File: src/sv/lcpbe_pkg.sv
`default_nettype none
// ----------------------------------------------------------------------------
// lcpbe_pkg
// Shared types and constants of the LED chain PWM bit encoder.
// ----------------------------------------------------------------------------
package lcpbe_pkg;

  localparam int unsigned LED_NUM_DEF   = 4;
  localparam int unsigned BITS_PER_LED  = 24;
  localparam int unsigned BIT_IDX_W     = 5;
  localparam int unsigned COLOR_W       = 24;
  localparam int unsigned DUTY_W        = 16;
  localparam int unsigned SLOTS_W       = 8;
  localparam int unsigned IDX_W         = 8;
  localparam int unsigned ACTION_W      = 2;
  localparam int unsigned IN_TDATA_W    = 32;
  localparam int unsigned OUT_TDATA_W   = 24;
  localparam int unsigned CFG_INDEX_W   = 8;
  localparam int unsigned CFG_DATA_W    = 16;

  localparam logic [DUTY_W-1:0]  DUTY_ONE_RST    = 16'd38;
  localparam logic [DUTY_W-1:0]  DUTY_ZERO_RST   = 16'd82;
  localparam logic [DUTY_W-1:0]  DUTY_LATCH_RST  = 16'd0;
  localparam logic [SLOTS_W-1:0] LATCH_SLOTS_RST = 8'd40;

  typedef enum logic [ACTION_W-1:0] {
    ACT_SET    = 2'd0,
    ACT_UPDATE = 2'd1,
    ACT_TICK   = 2'd2
  } action_e;

  typedef enum logic [CFG_INDEX_W-1:0] {
    CFG_DUTY_ONE    = 8'd0,
    CFG_DUTY_ZERO   = 8'd1,
    CFG_DUTY_LATCH  = 8'd2,
    CFG_LATCH_SLOTS = 8'd3
  } cfg_reg_e;

endpackage
`default_nettype wire

File: src/sv/led_chain_pwm_bit_encoder.sv
`default_nettype none
// ----------------------------------------------------------------------------
// led_chain_pwm_bit_encoder
// Colour table and per-tick PWM compare value generator for an LED chain.
// ----------------------------------------------------------------------------
// Takes one word per clock unless the output stalls, and returns exactly
// one result word for each via the s1 and output registers. The colour words
// sit in one memory with two entries per LED and a registered read port; a
// set-colour word always writes the entry the running frame does not use, so
// an update takes its snapshot by copying per-LED select and valid bits. The
// single read port serves one tick per cycle unless stalled. An LED never
// written reads as zero. Configuration writes are taken every cycle.
// ----------------------------------------------------------------------------
module led_chain_pwm_bit_encoder #(
  parameter int unsigned LED_NUM = lcpbe_pkg::LED_NUM_DEF
) (
  input  wire                                  clk_i,
  input  wire                                  rst_ni,
  input  wire                                  s_axis_tvalid_i,
  output logic                                 s_axis_tready_o,
  // led_index[7:0], red[15:8], green[23:16], blue[31:24]
  input  wire  [lcpbe_pkg::IN_TDATA_W-1:0]     s_axis_tdata_i,
  // action[1:0]
  input  wire  [lcpbe_pkg::ACTION_W-1:0]       s_axis_tuser_i,
  output logic                                 m_axis_tvalid_o,
  input  wire                                  m_axis_tready_i,
  // duty_value[15:0], busy_res[16], update_refused[17], zero[23:18]
  output logic [lcpbe_pkg::OUT_TDATA_W-1:0]    m_axis_tdata_o,
  // frame_last
  output logic                                 m_axis_tlast_o,
  // duty_valid
  output logic                                 m_axis_tuser_o,
  input  wire                                  cfg_valid_i,
  output logic                                 cfg_ready_o,
  input  wire  [lcpbe_pkg::CFG_INDEX_W-1:0]    cfg_index_i,
  input  wire  [lcpbe_pkg::CFG_DATA_W-1:0]     cfg_data_i
);
  import lcpbe_pkg::*;

  localparam int unsigned LED_W     = (LED_NUM > 1) ? $clog2(LED_NUM) : 1;
  localparam int unsigned MEM_AW    = LED_W + 1;
  localparam int unsigned MEM_DEPTH = 2 * LED_NUM;
  localparam int unsigned SLOTS_MAX = (1 << SLOTS_W) - 1;
  localparam int unsigned POS_W     = $clog2(SLOTS_MAX + BITS_PER_LED * LED_NUM + 1);
  localparam int unsigned K8_W      = POS_W - 3;
  localparam int unsigned RECIP_W   = 10;
  localparam int unsigned RECIP_SH  = 11;
  localparam int unsigned PROD_W    = K8_W + RECIP_W;
  localparam int unsigned QUO_W     = PROD_W - RECIP_SH;
  localparam logic [RECIP_W-1:0]   RECIP_3    = 10'd683;
  localparam logic [POS_W-1:0]     FRAME_BITS = POS_W'(BITS_PER_LED * LED_NUM);
  localparam logic [QUO_W-1:0]     LED_CNT    = QUO_W'(LED_NUM);
  localparam logic [BIT_IDX_W-1:0] BIT_TOP    = BIT_IDX_W'(BITS_PER_LED - 1);

  typedef struct packed {
    logic                 duty_valid;
    logic                 is_bit;
    logic                 snap_ok;
    logic [BIT_IDX_W-1:0] bit_idx;
    logic                 last;
    logic                 busy;
    logic                 refused;
  } s1_t;

  // configuration
  logic [DUTY_W-1:0]  duty_one_q, duty_zero_q, duty_latch_q;
  logic [SLOTS_W-1:0] latch_slots_q;

  // colour store
  logic [COLOR_W-1:0] mem [MEM_DEPTH];
  logic [COLOR_W-1:0] rd_q;
  logic [LED_NUM-1:0] tbl_sel_q, tbl_sel_d, tbl_vld_q, tbl_vld_d;
  logic [LED_NUM-1:0] snap_sel_q, snap_sel_d, snap_vld_q, snap_vld_d;

  // frame position
  logic                 sending_q, sending_d;
  logic [POS_W-1:0]     pos_q, pos_d;
  logic [POS_W-1:0]     pos_inc, pos_k, slots_ext, frame_total, led_base;
  logic [PROD_W-1:0]    quo_prod;
  logic [QUO_W-1:0]     led_sel;
  logic [LED_W-1:0]     rd_led;
  logic [BIT_IDX_W-1:0] bit_rem;
  logic                 led_ok;

  // pipeline
  logic s1_vld_q;
  s1_t  s1_q, s1_d;
  logic o_vld_q;
  logic [OUT_TDATA_W-1:0] o_data_q;
  logic o_last_q, o_user_q;

  action_e            act;
  logic [IDX_W-1:0]   in_idx;
  logic [COLOR_W-1:0] in_word;
  logic               in_acc, o_load, idx_ok, set_en, tick_en, in_latch;
  logic [LED_W-1:0]   wr_led;
  logic               wr_slot;
  logic [MEM_AW-1:0]  wr_addr, rd_addr;
  logic [DUTY_W-1:0]  duty_val;

  assign act     = action_e'(s_axis_tuser_i);
  assign in_idx  = s_axis_tdata_i[7:0];
  assign in_word = {s_axis_tdata_i[23:16], s_axis_tdata_i[15:8], s_axis_tdata_i[31:24]};

  assign o_load          = !o_vld_q || m_axis_tready_i;
  assign s_axis_tready_o = !s1_vld_q || o_load;
  assign in_acc          = s_axis_tvalid_i && s_axis_tready_o;
  assign cfg_ready_o     = 1'b1;

  // split the colour slot into LED and bit: divide by 8, then by 3 via reciprocal
  assign slots_ext   = POS_W'(latch_slots_q);
  assign frame_total = slots_ext + FRAME_BITS;
  assign pos_inc     = pos_q + 1'b1;
  assign pos_k       = pos_q - slots_ext;
  assign quo_prod    = PROD_W'(pos_k[POS_W-1:3]) * PROD_W'(RECIP_3);
  assign led_sel     = quo_prod[PROD_W-1:RECIP_SH];
  assign led_base    = POS_W'({led_sel, 4'd0}) + POS_W'({led_sel, 3'd0});
  assign bit_rem     = BIT_IDX_W'(pos_k - led_base);
  assign led_ok      = led_sel < LED_CNT;
  assign rd_led      = led_sel[LED_W-1:0];

  assign idx_ok   = {1'b0, in_idx} < (IDX_W + 1)'(LED_NUM);
  assign wr_led   = in_idx[LED_W-1:0];
  assign wr_slot  = ~snap_sel_q[wr_led];
  assign wr_addr  = {wr_led, wr_slot};
  assign rd_addr  = {rd_led, snap_sel_q[rd_led]};
  assign in_latch = pos_q < slots_ext;
  assign set_en   = in_acc && (act == ACT_SET) && idx_ok;
  assign tick_en  = in_acc && (act == ACT_TICK) && sending_q;

  always_comb begin
    tbl_sel_d  = tbl_sel_q;
    tbl_vld_d  = tbl_vld_q;
    snap_sel_d = snap_sel_q;
    snap_vld_d = snap_vld_q;
    sending_d  = sending_q;
    pos_d      = pos_q;
    s1_d       = '0;
    s1_d.bit_idx = BIT_TOP - bit_rem;
    s1_d.snap_ok = led_ok && snap_vld_q[rd_led];
    case (act)
      ACT_SET: begin
        if (idx_ok) begin
          tbl_sel_d[wr_led] = wr_slot;
          tbl_vld_d[wr_led] = 1'b1;
        end
      end
      ACT_UPDATE: begin
        if (sending_q) begin
          s1_d.refused = 1'b1;
        end else begin
          snap_sel_d = tbl_sel_q;
          snap_vld_d = tbl_vld_q;
          sending_d  = 1'b1;
          pos_d      = '0;
        end
      end
      ACT_TICK: begin
        if (sending_q) begin
          s1_d.duty_valid = 1'b1;
          if (!in_latch) begin
            s1_d.is_bit = 1'b1;
          end
          if (pos_inc >= frame_total) begin
            s1_d.last = 1'b1;
            sending_d = 1'b0;
            pos_d     = '0;
          end else begin
            pos_d = pos_inc;
          end
        end
      end
      default: begin
      end
    endcase
    s1_d.busy = sending_d;
  end

  always_ff @(posedge clk_i or negedge rst_ni) begin
    if (!rst_ni) begin
      duty_one_q    <= DUTY_ONE_RST;
      duty_zero_q   <= DUTY_ZERO_RST;
      duty_latch_q  <= DUTY_LATCH_RST;
      latch_slots_q <= LATCH_SLOTS_RST;
    end else if (cfg_valid_i) begin
      case (cfg_index_i)
        CFG_DUTY_ONE:    duty_one_q    <= cfg_data_i;
        CFG_DUTY_ZERO:   duty_zero_q   <= cfg_data_i;
        CFG_DUTY_LATCH:  duty_latch_q  <= cfg_data_i;
        CFG_LATCH_SLOTS: latch_slots_q <= cfg_data_i[SLOTS_W-1:0];
        default: begin
        end
      endcase
    end
  end

  always_ff @(posedge clk_i) begin
    if (set_en) begin
      mem[wr_addr] <= in_word;
    end
    if (tick_en) begin
      rd_q <= mem[rd_addr];
    end
  end

  always_ff @(posedge clk_i or negedge rst_ni) begin
    if (!rst_ni) begin
      tbl_sel_q  <= '0;
      tbl_vld_q  <= '0;
      snap_sel_q <= '0;
      snap_vld_q <= '0;
      sending_q  <= 1'b0;
      pos_q      <= '0;
    end else if (in_acc) begin
      tbl_sel_q  <= tbl_sel_d;
      tbl_vld_q  <= tbl_vld_d;
      snap_sel_q <= snap_sel_d;
      snap_vld_q <= snap_vld_d;
      sending_q  <= sending_d;
      pos_q      <= pos_d;
    end
  end

  always_comb begin
    duty_val = '0;
    if (s1_q.duty_valid) begin
      if (!s1_q.is_bit) begin
        duty_val = duty_latch_q;
      end else if (s1_q.snap_ok && rd_q[s1_q.bit_idx]) begin
        duty_val = duty_one_q;
      end else begin
        duty_val = duty_zero_q;
      end
    end
  end

  always_ff @(posedge clk_i or negedge rst_ni) begin
    if (!rst_ni) begin
      s1_vld_q <= 1'b0;
      o_vld_q  <= 1'b0;
    end else begin
      if (s_axis_tready_o) begin
        s1_vld_q <= s_axis_tvalid_i;
      end
      if (o_load) begin
        o_vld_q <= s1_vld_q;
      end
    end
  end

  always_ff @(posedge clk_i) begin
    if (in_acc) begin
      s1_q <= s1_d;
    end
    if (o_load && s1_vld_q) begin
      o_data_q <= {6'd0, s1_q.refused, s1_q.busy, duty_val};
      o_last_q <= s1_q.last;
      o_user_q <= s1_q.duty_valid;
    end
  end

  assign m_axis_tvalid_o = o_vld_q;
  assign m_axis_tdata_o  = o_data_q;
  assign m_axis_tlast_o  = o_last_q;
  assign m_axis_tuser_o  = o_user_q;

endmodule
`default_nettype wire

File: config.mk
export PLATFORM = sky130hd
export DESIGN_NAME = led_chain_pwm_bit_encoder
export DESIGN_NICKNAME = d
export VERILOG_FILES = /design/src/sv/lcpbe_pkg.sv /design/src/sv/led_chain_pwm_bit_encoder.sv
export SDC_FILE = /design/constraint.sdc
export NUM_CORES = 1
export LEC_CHECK = 0
export ABC_AREA = 1
export BUFFER_PORTS_ARGS = -buffer_cell sky130_fd_sc_hd__buf_2
export CAP_MARGIN = 20
export CELL_PAD_IN_SITES_DETAIL_PLACEMENT = 0
export CELL_PAD_IN_SITES_GLOBAL_PLACEMENT = 2
export CORE_UTILIZATION = 36
export DETAILED_ROUTE_END_ITERATION = 10
export PLACE_DENSITY_LB_ADDON = 0.1
export SYNTH_ARGS = -nofsm -noshare
export SYNTH_HDL_FRONTEND = slang
export SYNTH_SLANG_ARGS = --single-unit
File: constraint.sdc
create_clock -name clk_i -period 4.8 [get_ports clk_i]
set_input_delay 0.48 -clock clk_i [delete_from_list [all_inputs] [get_ports clk_i]]
set_output_delay 0.48 -clock clk_i [all_outputs]
set_load 0.02 [all_outputs]
==> impl_table.tex <==
\begin{tabular}{lr}
\hline
Metric & Value \\
\hline
\multicolumn{2}{l}{\textbf{CTS}} \\
\quad Clock insertion delay at the later pin of the skew report & 540 ps \\
\quad Clock root buffer & sky130\_fd\_sc\_hd\_\_clkbuf\_16 \\
\quad Count of H-tree levels built during CTS & 2 \\
\quad Maximum buffer depth of the clock tree & 3 \\
\quad TritonCTS clock tree & done \\
\quad Number of buffers inserted during clock tree synthesis & 39 \\
\quad Clock transition time at the flip-flop clock pins of the worst setup and hold paths & 60 ps \\
\quad Sinks on the clock net & 331 \\
\multicolumn{2}{l}{\textbf{Synth}} \\
\quad Warning count from the yosys run & 0 \\
\quad Leading area contributor after synthesis & sky130\_fd\_sc\_hd\_\_edfxtp\_1 \\
\quad Combined area of all synthesized cells & 15,700 µm² \\
\quad Commonest cells in the synthesized netlist & sky130\_fd\_sc\_hd\_\_nand2\_1, sky130\_fd\_sc\_hd\_\_edfxtp\_1, sky130\_fd\_sc\_hd\_\_inv\_1, sky130\_fd\_sc\_hd\_\_nand3\_1, sky130\_fd\_sc\_hd\_\_o21ai\_0 \\
\quad Fraction of post-synthesis cell area in the top cell type by area & 47.3\% \\
\quad Top post-synthesis cells by area & sky130\_fd\_sc\_hd\_\_edfxtp\_1, sky130\_fd\_sc\_hd\_\_dfrtp\_1, sky130\_fd\_sc\_hd\_\_nand2\_1 \\
\quad Syn\_area\_per\_cell & 10.2 µm² \\
\quad Top\_reg\_cell synth & sky130\_fd\_sc\_hd\_\_edfxtp\_1 \\
\quad Number of enable-type register cells in the synthesized netlist & 247 \\
\quad Post-synthesis cell type count & 41 \\
\quad Async set or reset register ratio after synthesis & 25.4\% \\
\quad Post-synthesis sequential element count & 331 \\
\quad Proportion of synthesized chip area in sequential cells & 60.8\% \\
\quad Leading cell type by number of instances after synthesis & sky130\_fd\_sc\_hd\_\_nand2\_1 \\
\quad Synthesized netlist cell count & 1,537 \\
\multicolumn{2}{l}{\textbf{Floorplan}} \\
\quad Area enclosed by the die boundary & 44,400 µm² \\
\quad Effective utilization at floorplan & 36.5\% \\
\quad CORE AREA & 43,000 µm² \\
\quad FP Rows & 76 \\
\quad Die Span X & 211 µm \\
\quad Height of the die & 211 µm \\
\quad Count of pins on the block boundary & 92 \\
\multicolumn{2}{l}{\textbf{Place}} \\
\quad Worst slack after detailed placement & -597 ps \\
\quad Post-placement cell count & 2,244 \\
\quad Total half-perimeter wirelength after legalization and detailed placement & 24,700 µm \\
\quad Final RePlAce weighted congestion & 0.745 \\
\quad Number of port buffers & 84 \\
\multicolumn{2}{l}{\textbf{Drt}} \\
\quad Number of iterations in the first detailed-routing pass & 7 \\
\quad Final routed wirelength across all metal layers & 43,300 µm \\
\quad Detailed-route DRC error count & 2 \\
\quad Via count normalized by instance count & 4.70 \\
\quad Post-route ant nets & 0 \\
\quad Number of DRC markers in iteration 0 & 706 \\
\quad DR vias & 11,112 \\
\quad Average wire per cell in the routed design & 18.3 µm \\
\multicolumn{2}{l}{\textbf{Critical path}} \\
\quad Sort of element at the start of the critical path & flip-flop \\
\quad Largest stage delay on the critical path & 550 ps \\
\quad Cell repeated most along the worst path & sky130\_fd\_sc\_hd\_\_nand2\_1 \\
\quad Sort of element at the end of the critical path & flip-flop \\
\quad Category of the most critical setup path & flip-flop to flip-flop \\
\quad Arrival time worst endpoint & 5610 ps \\
\quad Critical Path Fanout Max & 15 \\
\quad Critical path data required time & 5100 ps \\
\quad Slowest CP cell & sky130\_fd\_sc\_hd\_\_fa\_2 \\
\multicolumn{2}{l}{\textbf{Timing}} \\
\quad Timing-limited maximum frequency & 188 MHz \\
\quad Final setup violation count & 27 \\
\quad Setup slack after layout & -513 ps \\
\quad Fin crit share & 111\% \\
\quad Post-route minimum period & 5310 ps \\
\quad Worst slew margin & 34.3\% \\
\quad Sum Neg Setup Slack & -12,120 ps \\
\quad Actual transition at the worst max-transition pin & 982 ps \\
\quad Worst setup skew after layout & 21.3 ps \\
\quad Final count of hold timing violations & 0 \\
\quad Setup repair after global routing missed its margin & yes \\
\quad Pins Over Slew Limit & 0 \\
\multicolumn{2}{l}{\textbf{Global route}} \\
\quad Overall global routing resource usage & 19.3\% \\
\quad Number of global-route vias before repair & 10,853 \\
\quad Total global routing overflow & 0 \\
\quad Maximum number of pins on one net before global-route repair & 66 \\
\quad Global-route wire length before repair & 64,100 µm \\
\quad Initial antenna violation count & 1 \\
\multicolumn{2}{l}{\textbf{Cells and area}} \\
\quad Final non-filler cell total & 2,364 \\
\quad Area Growth Syn to Fin & 28.5\% \\
\quad Sequential standard cell area & 9530 µm² \\
\quad Total inserted antenna cells & 0 \\
\quad Total area of multi-input combinational cells & 5470 µm² \\
\quad Number of inserted filler cells in the final layout & 4,060 \\
\quad Fraction of layout instances using a drive strength above 1 & 23.7\% \\
\quad Net count reported at finish & 1,871 \\
\quad Final core occ & 46.9\% \\
\multicolumn{2}{l}{\textbf{Status}} \\
\quad Violated checks & design-rule violations, negative setup slack \\
\quad Result of the run & complete, but fails checks \\
\multicolumn{2}{l}{\textbf{Run}} \\
\quad Max-Cap Viols & 0 \\
\multicolumn{2}{l}{\textbf{Min path}} \\
\quad Worst hold path type & input port to flip-flop \\
\hline
\end{tabular}
-- kinds of logic after synthesis --
| family | Yosys count | share of synthesized area (%) |
|---|---|---|
| flip-flops | 331 | 60.8 |
| AO/OA/AOI/OAI | 181 | 6.16 |
| buffers and inverters | 316 | 8.22 |
| adder cells (fa/ha/maj) | 57 | 4.93 |
| other | 2 | 0.0479 |
| XOR/XNOR | 18 | 1.01 |
| AND/OR/NAND/NOR | 632 | 18.8 |
-- per-stage QoR --
step	instance area [µm²]	hold WS, ps
final	20100	201
after global routing	20100	201
after CTS	19400	177
after detailed placement	17500	388
after global placement	17500	383
after floorplan	15800	184
-- placed cells by master, fill, tap and decap left out, types with 5 or more instances in the layout --
cell	n
sky130_fd_sc_hd__a21oi_1	51
sky130_fd_sc_hd__a21oi_2	5
sky130_fd_sc_hd__buf_12	16
sky130_fd_sc_hd__buf_16	12
sky130_fd_sc_hd__buf_2	83
sky130_fd_sc_hd__buf_4	95
sky130_fd_sc_hd__buf_6	12
sky130_fd_sc_hd__buf_8	9
sky130_fd_sc_hd__clkbuf_1	14
sky130_fd_sc_hd__clkbuf_16	50
sky130_fd_sc_hd__clkinv_1	6
sky130_fd_sc_hd__clkinv_2	6
sky130_fd_sc_hd__conb_1	7
sky130_fd_sc_hd__dfrtp_1	76
sky130_fd_sc_hd__dfstp_2	8
sky130_fd_sc_hd__edfxtp_1	247
sky130_fd_sc_hd__fa_1	5
sky130_fd_sc_hd__ha_1	33
sky130_fd_sc_hd__ha_4	15
sky130_fd_sc_hd__inv_1	232
sky130_fd_sc_hd__inv_2	9
sky130_fd_sc_hd__nand2_1	306
sky130_fd_sc_hd__nand2_2	33
sky130_fd_sc_hd__nand2_4	10
sky130_fd_sc_hd__nand3_1	106
sky130_fd_sc_hd__nand3_2	24
sky130_fd_sc_hd__nand3b_1	87
sky130_fd_sc_hd__nand4_1	5
sky130_fd_sc_hd__nor2_1	31
sky130_fd_sc_hd__nor2_2	7
sky130_fd_sc_hd__nor3_1	7
sky130_fd_sc_hd__o21ai_0	102
sky130_fd_sc_hd__o32ai_1	5
sky130_fd_sc_hd__xor2_1	14
-- metal layers --
layer	vias to the layer above	GRT usage [%]	routed length [µm]
li1	5527	-	-
met1	5329	25.7	19600
met2	199	33.0	21100
met3	55	2.59	1670
met4	2	4.85	894
met5	-	0	8
-- worst max-delay path, delay by kind of cell (launching register included) --
family	cells	cell delay, ps
buffers and inverters	6	510
DFF	1	360
and+or+nand+nor	20	1640
AOI/OAI and AO/OA	3	260
adders and majority gates	6	2130
xor gates and xnor gates	1	170
-- state kept, by name, summed over array words and instances (netlist names), 8 cells and up --
register and cells:
duty_latch_q 16, duty_one_q 16, duty_zero_q 16, latch_slots_q 8, m_axis_tdata_o 18, mem 192, pos_q 9, rd_q 24
s1_q 11
-- what timing repair did --
item	4_1_cts	5_1_grt
hold buffers	1	0
endpoints found under the hold margin	19	0
resized for setup	74	91
setup buffers	19	9
endpoints found under the setup margin	27	27
pin swaps	21	51
cloned	10	12
-- area by class of cell --
cell class | instances | area share [%]
inverters | 245 | 4.67
clock buffers | 53 | 5.11
repair buffers | 239 | 11.6
clock inverters | 16 | 0.528
well taps | 585 | 3.63
flip-flops and latches | 331 | 47.3
multi-input cells | 895 | 27.1
-- path summary, 6_finish.rpt --
path                                         start             end  slack [ps]  cells past startpoint
worst max-delay path                      pos_q[0]         rd_q[7]        -510                     36
worst min-delay path            s_axis_tdata_i[31]       mem[6][7]         200                      1
worst max register to register            pos_q[0]         rd_q[7]        -510                     36
worst min register to register             s1_q[2]  m_axis_tlast_o         420                      0
max in group asynchronous                   rst_ni   snap_vld_q[3]        3240                      3
min in group asynchronous                   rst_ni        pos_q[8]         380                      2
Power is left out: the tool's default activity adds up to more than one toggle a clock period on the data nets, which glitch-free logic cannot reach.
